## config.mk

```make
export PLATFORM = sky130hd
export DESIGN_NAME = frame_rx_checker_top_flat
export DESIGN_NICKNAME = d
export VERILOG_FILES = /design/src/hdl/frc_pkg.sv /design/src/hdl/frc_byte_if.sv /design/src/hdl/frc_result_if.sv /design/src/hdl/frc_cfg_if.sv /design/src/hdl/frc_cfg_regs.sv /design/src/hdl/frc_frame_fsm.sv /design/src/hdl/frc_out_reg.sv /design/src/hdl/frame_rx_checker_top.sv /design/src/flat_wrapper.sv
export VERILOG_INCLUDE_DIRS = /design/src /design/src/hdl
export SDC_FILE = /design/constraint.sdc
export NUM_CORES = 1
export LEC_CHECK = 0
export ABC_AREA = 0
export ABC_CLOCK_PERIOD_IN_PS = 1880
export BUFFER_PORTS_ARGS = -buffer_cell sky130_fd_sc_hd__buf_2
export CORE_ASPECT_RATIO = 1.4
export CORE_MARGIN = 4
export CORE_UTILIZATION = 50
export DETAILED_ROUTE_END_ITERATION = 8
export HOLD_SLACK_MARGIN = 0.02
export PLACE_DENSITY = 0.82
export SKIP_LAST_GASP = 1
export SLEW_MARGIN = 0
export SYNTH_ARGS = -nofsm -noshare
export SYNTH_HDL_FRONTEND = slang
export SYNTH_HIERARCHICAL = 1
export SYNTH_SLANG_ARGS = --single-unit
```

## constraint.sdc

```tcl
create_clock -name clk -period 1.88 [get_ports clk]
set_input_delay 0.188 -clock clk [delete_from_list [all_inputs] [get_ports clk]]
set_output_delay 0.188 -clock clk [all_outputs]
set_load 0.005 [all_outputs]
```

## src/hdl/assert_macros.svh

```systemverilog
// ----------------------------------------------------------------------------
// assert_macros.svh
// assertion helpers shared by the frame checker rtl
// ----------------------------------------------------------------------------
`ifndef ASSERT_MACROS_SVH
`define ASSERT_MACROS_SVH

// same-cycle implication, disabled during reset
`define ASSERT_IMPL(label, clk, rst, ante, cons) \
  label: assert property (@(posedge clk) disable iff (rst) (ante) |-> (cons)) \
    else $error("assertion failed");

// next-cycle implication, disabled during reset
`define ASSERT_NEXT(label, clk, rst, ante, cons) \
  label: assert property (@(posedge clk) disable iff (rst) (ante) |=> (cons)) \
    else $error("assertion failed");

`endif

```

## src/hdl/frc_pkg.sv

```systemverilog
// ----------------------------------------------------------------------------
// frc_pkg
// types and codes for the received frame checker
// ----------------------------------------------------------------------------
`default_nettype none

package frc_pkg;

  localparam int BYTE_W     = 8;
  localparam int STATUS_W   = 3;
  localparam int CFG_INDEX_W = 8;

  localparam logic [CFG_INDEX_W-1:0] REG_EXPECTED_ID = 8'd0;
  localparam logic [CFG_INDEX_W-1:0] REG_MAX_LENGTH  = 8'd1;

  localparam logic [BYTE_W-1:0] EXPECTED_ID_RESET = 8'd0;
  localparam logic [BYTE_W-1:0] MAX_LENGTH_RESET  = 8'd255;

  typedef enum logic [1:0] {
    PH_ID   = 2'd0,
    PH_LEN  = 2'd1,
    PH_DATA = 2'd2,
    PH_SUM  = 2'd3
  } phase_t;

  typedef enum logic [STATUS_W-1:0] {
    ST_ID_OK    = 3'd0,
    ST_LEN_OK   = 3'd1,
    ST_PAYLOAD  = 3'd2,
    ST_FRAME_OK = 3'd3,
    ST_ID_BAD   = 3'd4,
    ST_TOO_LONG = 3'd5,
    ST_SUM_BAD  = 3'd6
  } status_t;

  typedef struct packed {
    logic [BYTE_W-1:0] expected_id;
    logic [BYTE_W-1:0] max_length;
  } cfg_t;

  typedef struct packed {
    status_t           status;
    logic [BYTE_W-1:0] data_byte;
    logic [BYTE_W-1:0] payload_index;
    logic              frame_end;
  } result_t;

endpackage

`default_nettype wire

```

## src/hdl/frc_byte_if.sv

```systemverilog
// ----------------------------------------------------------------------------
// frc_byte_if
// received byte channel
// ----------------------------------------------------------------------------
`default_nettype none

interface frc_byte_if;
  logic                         valid;
  logic                         ready;
  logic [frc_pkg::BYTE_W-1:0]   rx_byte;

  modport source (output valid, output rx_byte, input ready);
  modport sink   (input valid, input rx_byte, output ready);
endinterface

`default_nettype wire

```

## src/hdl/frc_result_if.sv

```systemverilog
// ----------------------------------------------------------------------------
// frc_result_if
// per-byte result channel
// ----------------------------------------------------------------------------
`default_nettype none

interface frc_result_if;
  logic                         valid;
  logic                         ready;
  logic [frc_pkg::STATUS_W-1:0] status;
  logic [frc_pkg::BYTE_W-1:0]   data_byte;
  logic [frc_pkg::BYTE_W-1:0]   payload_index;
  logic                         frame_end;

  modport source (output valid, output status, output data_byte, output payload_index,
                  output frame_end, input ready);
  modport sink   (input valid, input status, input data_byte, input payload_index,
                  input frame_end, output ready);
endinterface

`default_nettype wire

```

## src/hdl/frc_cfg_if.sv

```systemverilog
// ----------------------------------------------------------------------------
// frc_cfg_if
// register write channel
// ----------------------------------------------------------------------------
`default_nettype none

interface frc_cfg_if;
  logic                            valid;
  logic                            ready;
  logic [frc_pkg::CFG_INDEX_W-1:0] index;
  logic [frc_pkg::BYTE_W-1:0]      data;

  modport source (output valid, output index, output data, input ready);
  modport sink   (input valid, input index, input data, output ready);
endinterface

`default_nettype wire

```

## src/hdl/frc_cfg_regs.sv

```systemverilog
// ----------------------------------------------------------------------------
// frc_cfg_regs
// expected id and maximum length registers
// ----------------------------------------------------------------------------
`default_nettype none

module frc_cfg_regs (
  input  wire logic   clk,
  input  wire logic   rst,
  frc_cfg_if.sink     cfg,
  output frc_pkg::cfg_t regs
);

  logic cfg_xfer;

  assign cfg.ready = 1'b1;
  assign cfg_xfer  = cfg.valid & cfg.ready;

  always_ff @(posedge clk) begin
    if (rst) begin
      regs.expected_id <= frc_pkg::EXPECTED_ID_RESET;
      regs.max_length  <= frc_pkg::MAX_LENGTH_RESET;
    end else if (cfg_xfer) begin
      case (cfg.index)
        frc_pkg::REG_EXPECTED_ID: regs.expected_id <= cfg.data;
        frc_pkg::REG_MAX_LENGTH:  regs.max_length  <= cfg.data;
        default: ;
      endcase
    end
  end

endmodule

`default_nettype wire

```

## src/hdl/frc_frame_fsm.sv

```systemverilog
// ----------------------------------------------------------------------------
// frc_frame_fsm
// frame phase tracking, payload count, running sum and per-byte result
// ----------------------------------------------------------------------------
`default_nettype none

module frc_frame_fsm (
  input  wire logic                       clk,
  input  wire logic                       rst,
  input  wire logic                       take,
  input  wire logic [frc_pkg::BYTE_W-1:0] rx_byte,
  input  wire frc_pkg::cfg_t              regs,
  output frc_pkg::result_t                result
);

  frc_pkg::phase_t             phase, phase_next;
  logic [frc_pkg::BYTE_W-1:0]  frame_length, frame_length_next;
  logic [frc_pkg::BYTE_W-1:0]  payload_count, payload_count_next;
  logic [frc_pkg::BYTE_W-1:0]  running_sum, running_sum_next;

  always_ff @(posedge clk) begin
    if (rst) begin
      phase         <= frc_pkg::PH_ID;
      frame_length  <= '0;
      payload_count <= '0;
      running_sum   <= '0;
    end else if (take) begin
      phase         <= phase_next;
      frame_length  <= frame_length_next;
      payload_count <= payload_count_next;
      running_sum   <= running_sum_next;
    end
  end

  always_comb begin
    phase_next           = phase;
    frame_length_next    = frame_length;
    payload_count_next   = payload_count;
    running_sum_next     = running_sum;
    result.status        = frc_pkg::ST_ID_OK;
    result.data_byte     = rx_byte;
    result.payload_index = '0;
    result.frame_end     = 1'b0;
    case (phase)
      frc_pkg::PH_ID: begin
        if (rx_byte == regs.expected_id) begin
          result.status      = frc_pkg::ST_ID_OK;
          running_sum_next   = '0;
          payload_count_next = '0;
          phase_next         = frc_pkg::PH_LEN;
        end else begin
          result.status    = frc_pkg::ST_ID_BAD;
          result.frame_end = 1'b1;
          phase_next       = frc_pkg::PH_ID;
        end
      end
      frc_pkg::PH_LEN: begin
        if (rx_byte <= regs.max_length) begin
          result.status      = frc_pkg::ST_LEN_OK;
          frame_length_next  = rx_byte;
          payload_count_next = '0;
          running_sum_next   = '0;
          phase_next         = (rx_byte == '0) ? frc_pkg::PH_SUM : frc_pkg::PH_DATA;
        end else begin
          result.status    = frc_pkg::ST_TOO_LONG;
          result.frame_end = 1'b1;
          phase_next       = frc_pkg::PH_ID;
        end
      end
      frc_pkg::PH_DATA: begin
        result.status        = frc_pkg::ST_PAYLOAD;
        result.payload_index = payload_count;
        running_sum_next     = running_sum + rx_byte;
        payload_count_next   = payload_count + 8'd1;
        if (payload_count_next == frame_length) begin
          phase_next = frc_pkg::PH_SUM;
        end
      end
      frc_pkg::PH_SUM: begin
        result.status    = (rx_byte == running_sum) ? frc_pkg::ST_FRAME_OK
                                                    : frc_pkg::ST_SUM_BAD;
        result.frame_end = 1'b1;
        phase_next       = frc_pkg::PH_ID;
      end
      default: begin
        phase_next = frc_pkg::PH_ID;
      end
    endcase
  end

endmodule

`default_nettype wire

```

## src/hdl/frc_out_reg.sv

```systemverilog
// ----------------------------------------------------------------------------
// frc_out_reg
// result register, refilled in the cycle it is emptied
// ----------------------------------------------------------------------------
`default_nettype none

module frc_out_reg (
  input  wire logic             clk,
  input  wire logic             rst,
  input  wire logic             load,
  input  wire frc_pkg::result_t d,
  output logic                  can_load,
  frc_result_if.source          res
);

  logic             out_valid;
  frc_pkg::result_t out_data;

  assign can_load = ~out_valid | res.ready;

  always_ff @(posedge clk) begin
    if (rst) begin
      out_valid <= 1'b0;
    end else if (can_load) begin
      out_valid <= load;
    end
  end

  always_ff @(posedge clk) begin
    if (load && can_load) begin
      out_data <= d;
    end
  end

  assign res.valid         = out_valid;
  assign res.status        = out_data.status;
  assign res.data_byte     = out_data.data_byte;
  assign res.payload_index = out_data.payload_index;
  assign res.frame_end     = out_data.frame_end;

endmodule

`default_nettype wire

```

## src/hdl/frame_rx_checker_top.sv

```systemverilog
// ----------------------------------------------------------------------------
// frame_rx_checker_top
// checks id, length, payload and sum of frames in a received byte stream
// ----------------------------------------------------------------------------
// One byte is taken per cycle unless stalled, and every byte gives one
// result, in the cycle after its transfer, from a single result register.
// A new byte is taken whenever that register is empty or is being read in
// the same cycle, so a stalled sink holds the input back after one byte.
// Register writes take effect on the next byte and are accepted at any time.
`default_nettype none

`include "assert_macros.svh"

module frame_rx_checker_top (
  input  wire logic     clk,
  input  wire logic     rst,
  frc_byte_if.sink      rx,
  frc_result_if.source  res,
  frc_cfg_if.sink       cfg
);

  frc_pkg::cfg_t    regs;
  frc_pkg::result_t result;
  logic             can_load;
  logic             take;

  assign rx.ready = can_load;
  assign take     = rx.valid & can_load;

  frc_cfg_regs u_cfg_regs (
    .clk  (clk),
    .rst  (rst),
    .cfg  (cfg),
    .regs (regs)
  );

  frc_frame_fsm u_frame_fsm (
    .clk     (clk),
    .rst     (rst),
    .take    (take),
    .rx_byte (rx.rx_byte),
    .regs    (regs),
    .result  (result)
  );

  frc_out_reg u_out_reg (
    .clk      (clk),
    .rst      (rst),
    .load     (take),
    .d        (result),
    .can_load (can_load),
    .res      (res)
  );

  `ASSERT_NEXT(a_byte_gives_result, clk, rst, rx.valid && rx.ready, res.valid)
  `ASSERT_IMPL(a_end_matches_status, clk, rst, res.valid,
    res.frame_end == (res.status == frc_pkg::ST_FRAME_OK || res.status == frc_pkg::ST_ID_BAD ||
                      res.status == frc_pkg::ST_TOO_LONG || res.status == frc_pkg::ST_SUM_BAD))
  `ASSERT_IMPL(a_index_only_payload, clk, rst,
    res.valid && (res.status != frc_pkg::ST_PAYLOAD), res.payload_index == '0)

endmodule

`default_nettype wire

```

## src/flat_wrapper.sv

```systemverilog
// flat-port wrapper written by rule: the top's interface ports become plain ports
module frame_rx_checker_top_flat 
  (clk, rst, rx_valid, rx_rx_byte, rx_ready, res_valid, res_status, res_data_byte, res_payload_index, res_frame_end, res_ready, cfg_valid, cfg_index, cfg_data, cfg_ready);
  frc_byte_if rx_i ();
  frc_result_if res_i ();
  frc_cfg_if cfg_i ();
  input  wire logic clk;
  input  wire logic rst;
  input wire logic [$bits(rx_i.valid)-1:0] rx_valid;
  input wire logic [$bits(rx_i.rx_byte)-1:0] rx_rx_byte;
  output wire logic [$bits(rx_i.ready)-1:0] rx_ready;
  output wire logic [$bits(res_i.valid)-1:0] res_valid;
  output wire logic [$bits(res_i.status)-1:0] res_status;
  output wire logic [$bits(res_i.data_byte)-1:0] res_data_byte;
  output wire logic [$bits(res_i.payload_index)-1:0] res_payload_index;
  output wire logic [$bits(res_i.frame_end)-1:0] res_frame_end;
  input wire logic [$bits(res_i.ready)-1:0] res_ready;
  input wire logic [$bits(cfg_i.valid)-1:0] cfg_valid;
  input wire logic [$bits(cfg_i.index)-1:0] cfg_index;
  input wire logic [$bits(cfg_i.data)-1:0] cfg_data;
  output wire logic [$bits(cfg_i.ready)-1:0] cfg_ready;
  assign rx_i.valid = rx_valid;
  assign rx_i.rx_byte = rx_rx_byte;
  assign rx_ready = rx_i.ready;
  assign res_valid = res_i.valid;
  assign res_status = res_i.status;
  assign res_data_byte = res_i.data_byte;
  assign res_payload_index = res_i.payload_index;
  assign res_frame_end = res_i.frame_end;
  assign res_i.ready = res_ready;
  assign cfg_i.valid = cfg_valid;
  assign cfg_i.index = cfg_index;
  assign cfg_i.data = cfg_data;
  assign cfg_ready = cfg_i.ready;
  frame_rx_checker_top u_core (.clk(clk), .rst(rst), .rx(rx_i), .res(res_i), .cfg(cfg_i));
endmodule
```

==> impl_metrics.yaml <==
timing:
  grt_setup_unrepaired: "yes"
  slew_violations: 0
  setup_ws_ps: -146
  finalCritPeriodShare_pct: 108
  finalSetupViolations: 26
  fin_crit_ps: 2030
  skew_ps: 10.9
  timing.setup.tns_ps: -2750
  fmax_mhz: 494
  hold_violations: 0
synth:
  yosys.cell_types.count: 56
  postSynthCellCount: 365
  yosysTopAreaCellShare_pct: 24.6
  synth_area_leaders: "dfxtp_1 25%, edfxtp_1 17%, mux2i_1 7.1%"
  synthArstFlopShare_pct: 0
  ys.warnings.count: 6
  synth_area_um2: 3510
  synth_ff_type: "dfxtp_1"
  synth_top_cell_by_area: "dfxtp_1"
  syn_avg_cell_area_um2: 9.61
  synth_nets: 411
  synth_edf_count: 20
  ys_seq_area_share_pct: 41.7
  ys_seq_elements: 63
critical_path:
  reg2reg_depth: 10
  end_kind: "register"
  timing.critical_path.cells: "inv_2, ha_4, nand4_1, or2_4, o22a_1, o211ai_4, inv_4, buf_4, o21ai_1, a21oi_1"
  crit_family: "compound AO/OA/AOI/OAI gates"
  r2r-end: "u_core/u_frame_fsm/running_sum[2]"
  r2r_setup_slack_ps: -150
  max_stage_delay_ps: 340
  crit_path_start_kind: "register"
  cp.required_ps: 2090
  cp_max_fo: 7
  slowest_stage: "dfxtp_2"
  r2r_start: "u_core/u_cfg_regs/regs[6]"
  cp.arrival_ps: 2240
  critPathBufInv: 3
  critPathLaunch: "u_core/u_cfg_regs/regs[6]"
  path_class: "reg -> reg"
detailed_routing:
  wl_um: 8370
  vias: 2937
  maxUsedRoutingLayer: "met4"
  met2_length_um: 4450
  antenna_left: 0
  wl_met3_um: 371
  drc_errors: 0
  wl_met1_um: 3160
  drt_pass1_iterations: 4
  avgViaCountPerCell: 5.50
  routedWlPerCell_um: 15.7
  drtIter0Drc: 144
die:
  row_count: 35
  die_area_um2: 8430
  core_area_um2: 6700
  die_w_um: 78.8
  chipHeight_um: 107
  start_util_pct: 52.3
  io_pins: 52
cells_and_area:
  drive_above_1_share_pct: 33.3
  fin_area_um2: 4370
  fin_nets: 483
  final_util_pct: 65.2
  n_antenna_cell: 0
  area_growth_pct: 24.7
placement:
  dpl.hpwl_um: 6130
  post_dp_cell_area_um2: 4010
  pre_cts_ws_ps: -234
  gp_congestion: 0.898
  io_buffers: 50
power:
  p_per_area_nw_per_um2: 715
  power_frac_clock_pct: 36.8
  p_leak_nw: 1.85
  internal_power_mw: 2.32
  seqPwrFrac_pct: 47.2
  p_comb_share_pct: 15.9
  p_sw_mw: 0.807
  p_total_mw: 3.13
  swShare_pct: 25.8
  ir_worst_vdd_mv: 0.439
clock_tree:
  cts_buffers: 9
  clockBufferDepth: 2
  cts.sinks: 63
  clk_pin_slew_ps: 70
  clock_latency_ps: 340
  cts_tree: "yes"
  cts_max_level: 3
  cts-root-buf: "clkbuf_8"
hold_path:
  hold_depth: 3
  hp-class: "in -> reg"
  min-delay-start: "cfg_data[3]"
  hold-path-endpoint: "u_core/u_cfg_regs/regs[11]"
global_routing:
  antenna_found_initial: 0
  grt_max_degree: 33
  grt_pass1_wl_um: 13100
  grt_pass1_vias: 2918
  track_usage_pct: 19.9
  grt-ovfl-total: 0
job:
  drv_cap: 0
run_status:
  status: "finished, violations left"
  violations: "negative setup slack"
## power by group through the flow
stage | clock network (mW) | logic [mW] | registers [mW]
after global placement | 0 | 0.448 | 1.51
after global routing | 1.23 | 0.540 | 1.48
after detailed placement | 0 | 0.457 | 1.51
after floorplan | 0 | 0.261 | 1.51
after CTS | 1.18 | 0.477 | 1.48
final | 1.15 | 0.498 | 1.48
## registers in the layout, indices dropped and copies added, names as in the netlist, named ones only
register	count
u_core/u_frame_fsm/frame_length	8
u_core/u_out_reg/res.payload_index	8
u_core/u_frame_fsm/phase	1
u_core/u_out_reg/res.data_byte	8
u_core/u_cfg_regs/regs	16
u_core/u_out_reg/res.status	3
u_core/u_out_reg/res.valid	1
u_core/u_frame_fsm/payload_count	8
u_core/u_out_reg/res.frame_end	1
u_core/u_frame_fsm/running_sum	8
## how the worst max path moves through the flow
stage	endpoint	slack [ps]	depth (start not counted)
after global routing	u_core/u_frame_fsm/running_sum[0]	-200	10
after global placement	u_core/u_frame_fsm/frame_length[3]	-180	8
after detailed placement	u_core/u_frame_fsm/frame_length[3]	-230	8
final	u_core/u_frame_fsm/running_sum[2]	-150	10
after CTS	u_core/u_frame_fsm/payload_count[5]	-140	10
after floorplan	u_core/u_frame_fsm/payload_count[5]	-50	10
## cells by family after synthesis
family / after synthesis / share of synthesized area, %
compound gates: 64 / 12.0
xor+xnor: 24 / 6.00
fa+ha+maj: 17 / 6.28
buf+inv: 42 / 6.42
flops: 63 / 41.7
mux: 25 / 7.14
other cells: 1 / 0.107
simple gates: 129 / 20.3
## cells in the mapped netlist, types with 3 or more instances
master     n
o31ai_1    5
edfxtp_1  20
xnor2_1   11
nor4_1     7
mux2i_1   25
o21ai_0   12
a21oi_1   22
xor2_1    13
a21o_1     3
and2_1    12
nand4_1   11
nand3_1    7
inv_1     14
nor2_1    41
nand2b_1  20
nor3_1     3
dfxtp_1   43
clkbuf_1  12
o22ai_1    3
nand2_1   10
buf_4      9
nor2b_1    4
ha_1      16
## timing repair
item,in CTS,in global routing
buffers inserted,0,1
resized for setup,22,22
hold buffers,0,0
pin swaps,10,13
setup endpoints to repair,28,28
## cells in the final DEF (no fill, tap or decap), types with 3 or more instances in the layout
| cell type | Yosys | layout |
|---|---|---|
| buf_4 | 9 | 33 |
| o22ai_1 | 3 | 3 |
| a21oi_2 | 1 | 7 |
| inv_1 | 14 | 10 |
| clkbuf_8 | 0 | 10 |
| edfxtp_1 | 20 | 20 |
| nor4_1 | 7 | 7 |
| mux2i_1 | 25 | 25 |
| inv_2 | 0 | 4 |
| nor2b_1 | 4 | 4 |
| dfxtp_1 | 43 | 37 |
| and2_1 | 12 | 11 |
| nand2_1 | 10 | 10 |
| xor2_1 | 13 | 13 |
| nand3_1 | 7 | 7 |
| nor2_1 | 41 | 40 |
| nand4_1 | 11 | 11 |
| nor3_1 | 3 | 3 |
| nand2b_1 | 20 | 20 |
| o21ai_0 | 12 | 3 |
| ha_1 | 16 | 11 |
| xnor2_1 | 11 | 11 |
| buf_6 | 2 | 3 |
| ha_4 | 0 | 5 |
| a21oi_1 | 22 | 16 |
| buf_2 | 2 | 50 |
| o21ai_1 | 0 | 7 |
| o31ai_1 | 5 | 3 |
| dfxtp_2 | 0 | 6 |
## worst min-delay path, cell delays in order
cell and delay, ps:
buf_2 100, nand2b_1 60, mux2i_1 60
## cell type report
cell class / count / area, µm²
Multi-Input combinational cell: 260 / 1970
Clock buffer: 12 / 145
Inverter: 16 / 76.3
Fill cell: 507 / 2330
Tap cell: 92 / 115
Timing Repair Buffer: 87 / 552
Sequential cell: 63 / 1470
Clock inverter: 4 / 47.5
## stage by stage
step | hold slack (ps) | instances
2_1_floorplan | 250 | 365
3_5_place_dp | 471 | 517
3_3_place_gp | 458 | 517
5_1_grt | 130 | 534
4_1_cts | 113 | 533
6_report | 122 | 534
## routing by layer
metal  up-vias  GRT usage (%)
met5         -              0
li1       1428              -
met3        32           4.29
met2        95           37.5
met1      1382           19.6
met4         0           11.1
(Power assumes the default switching activity.)
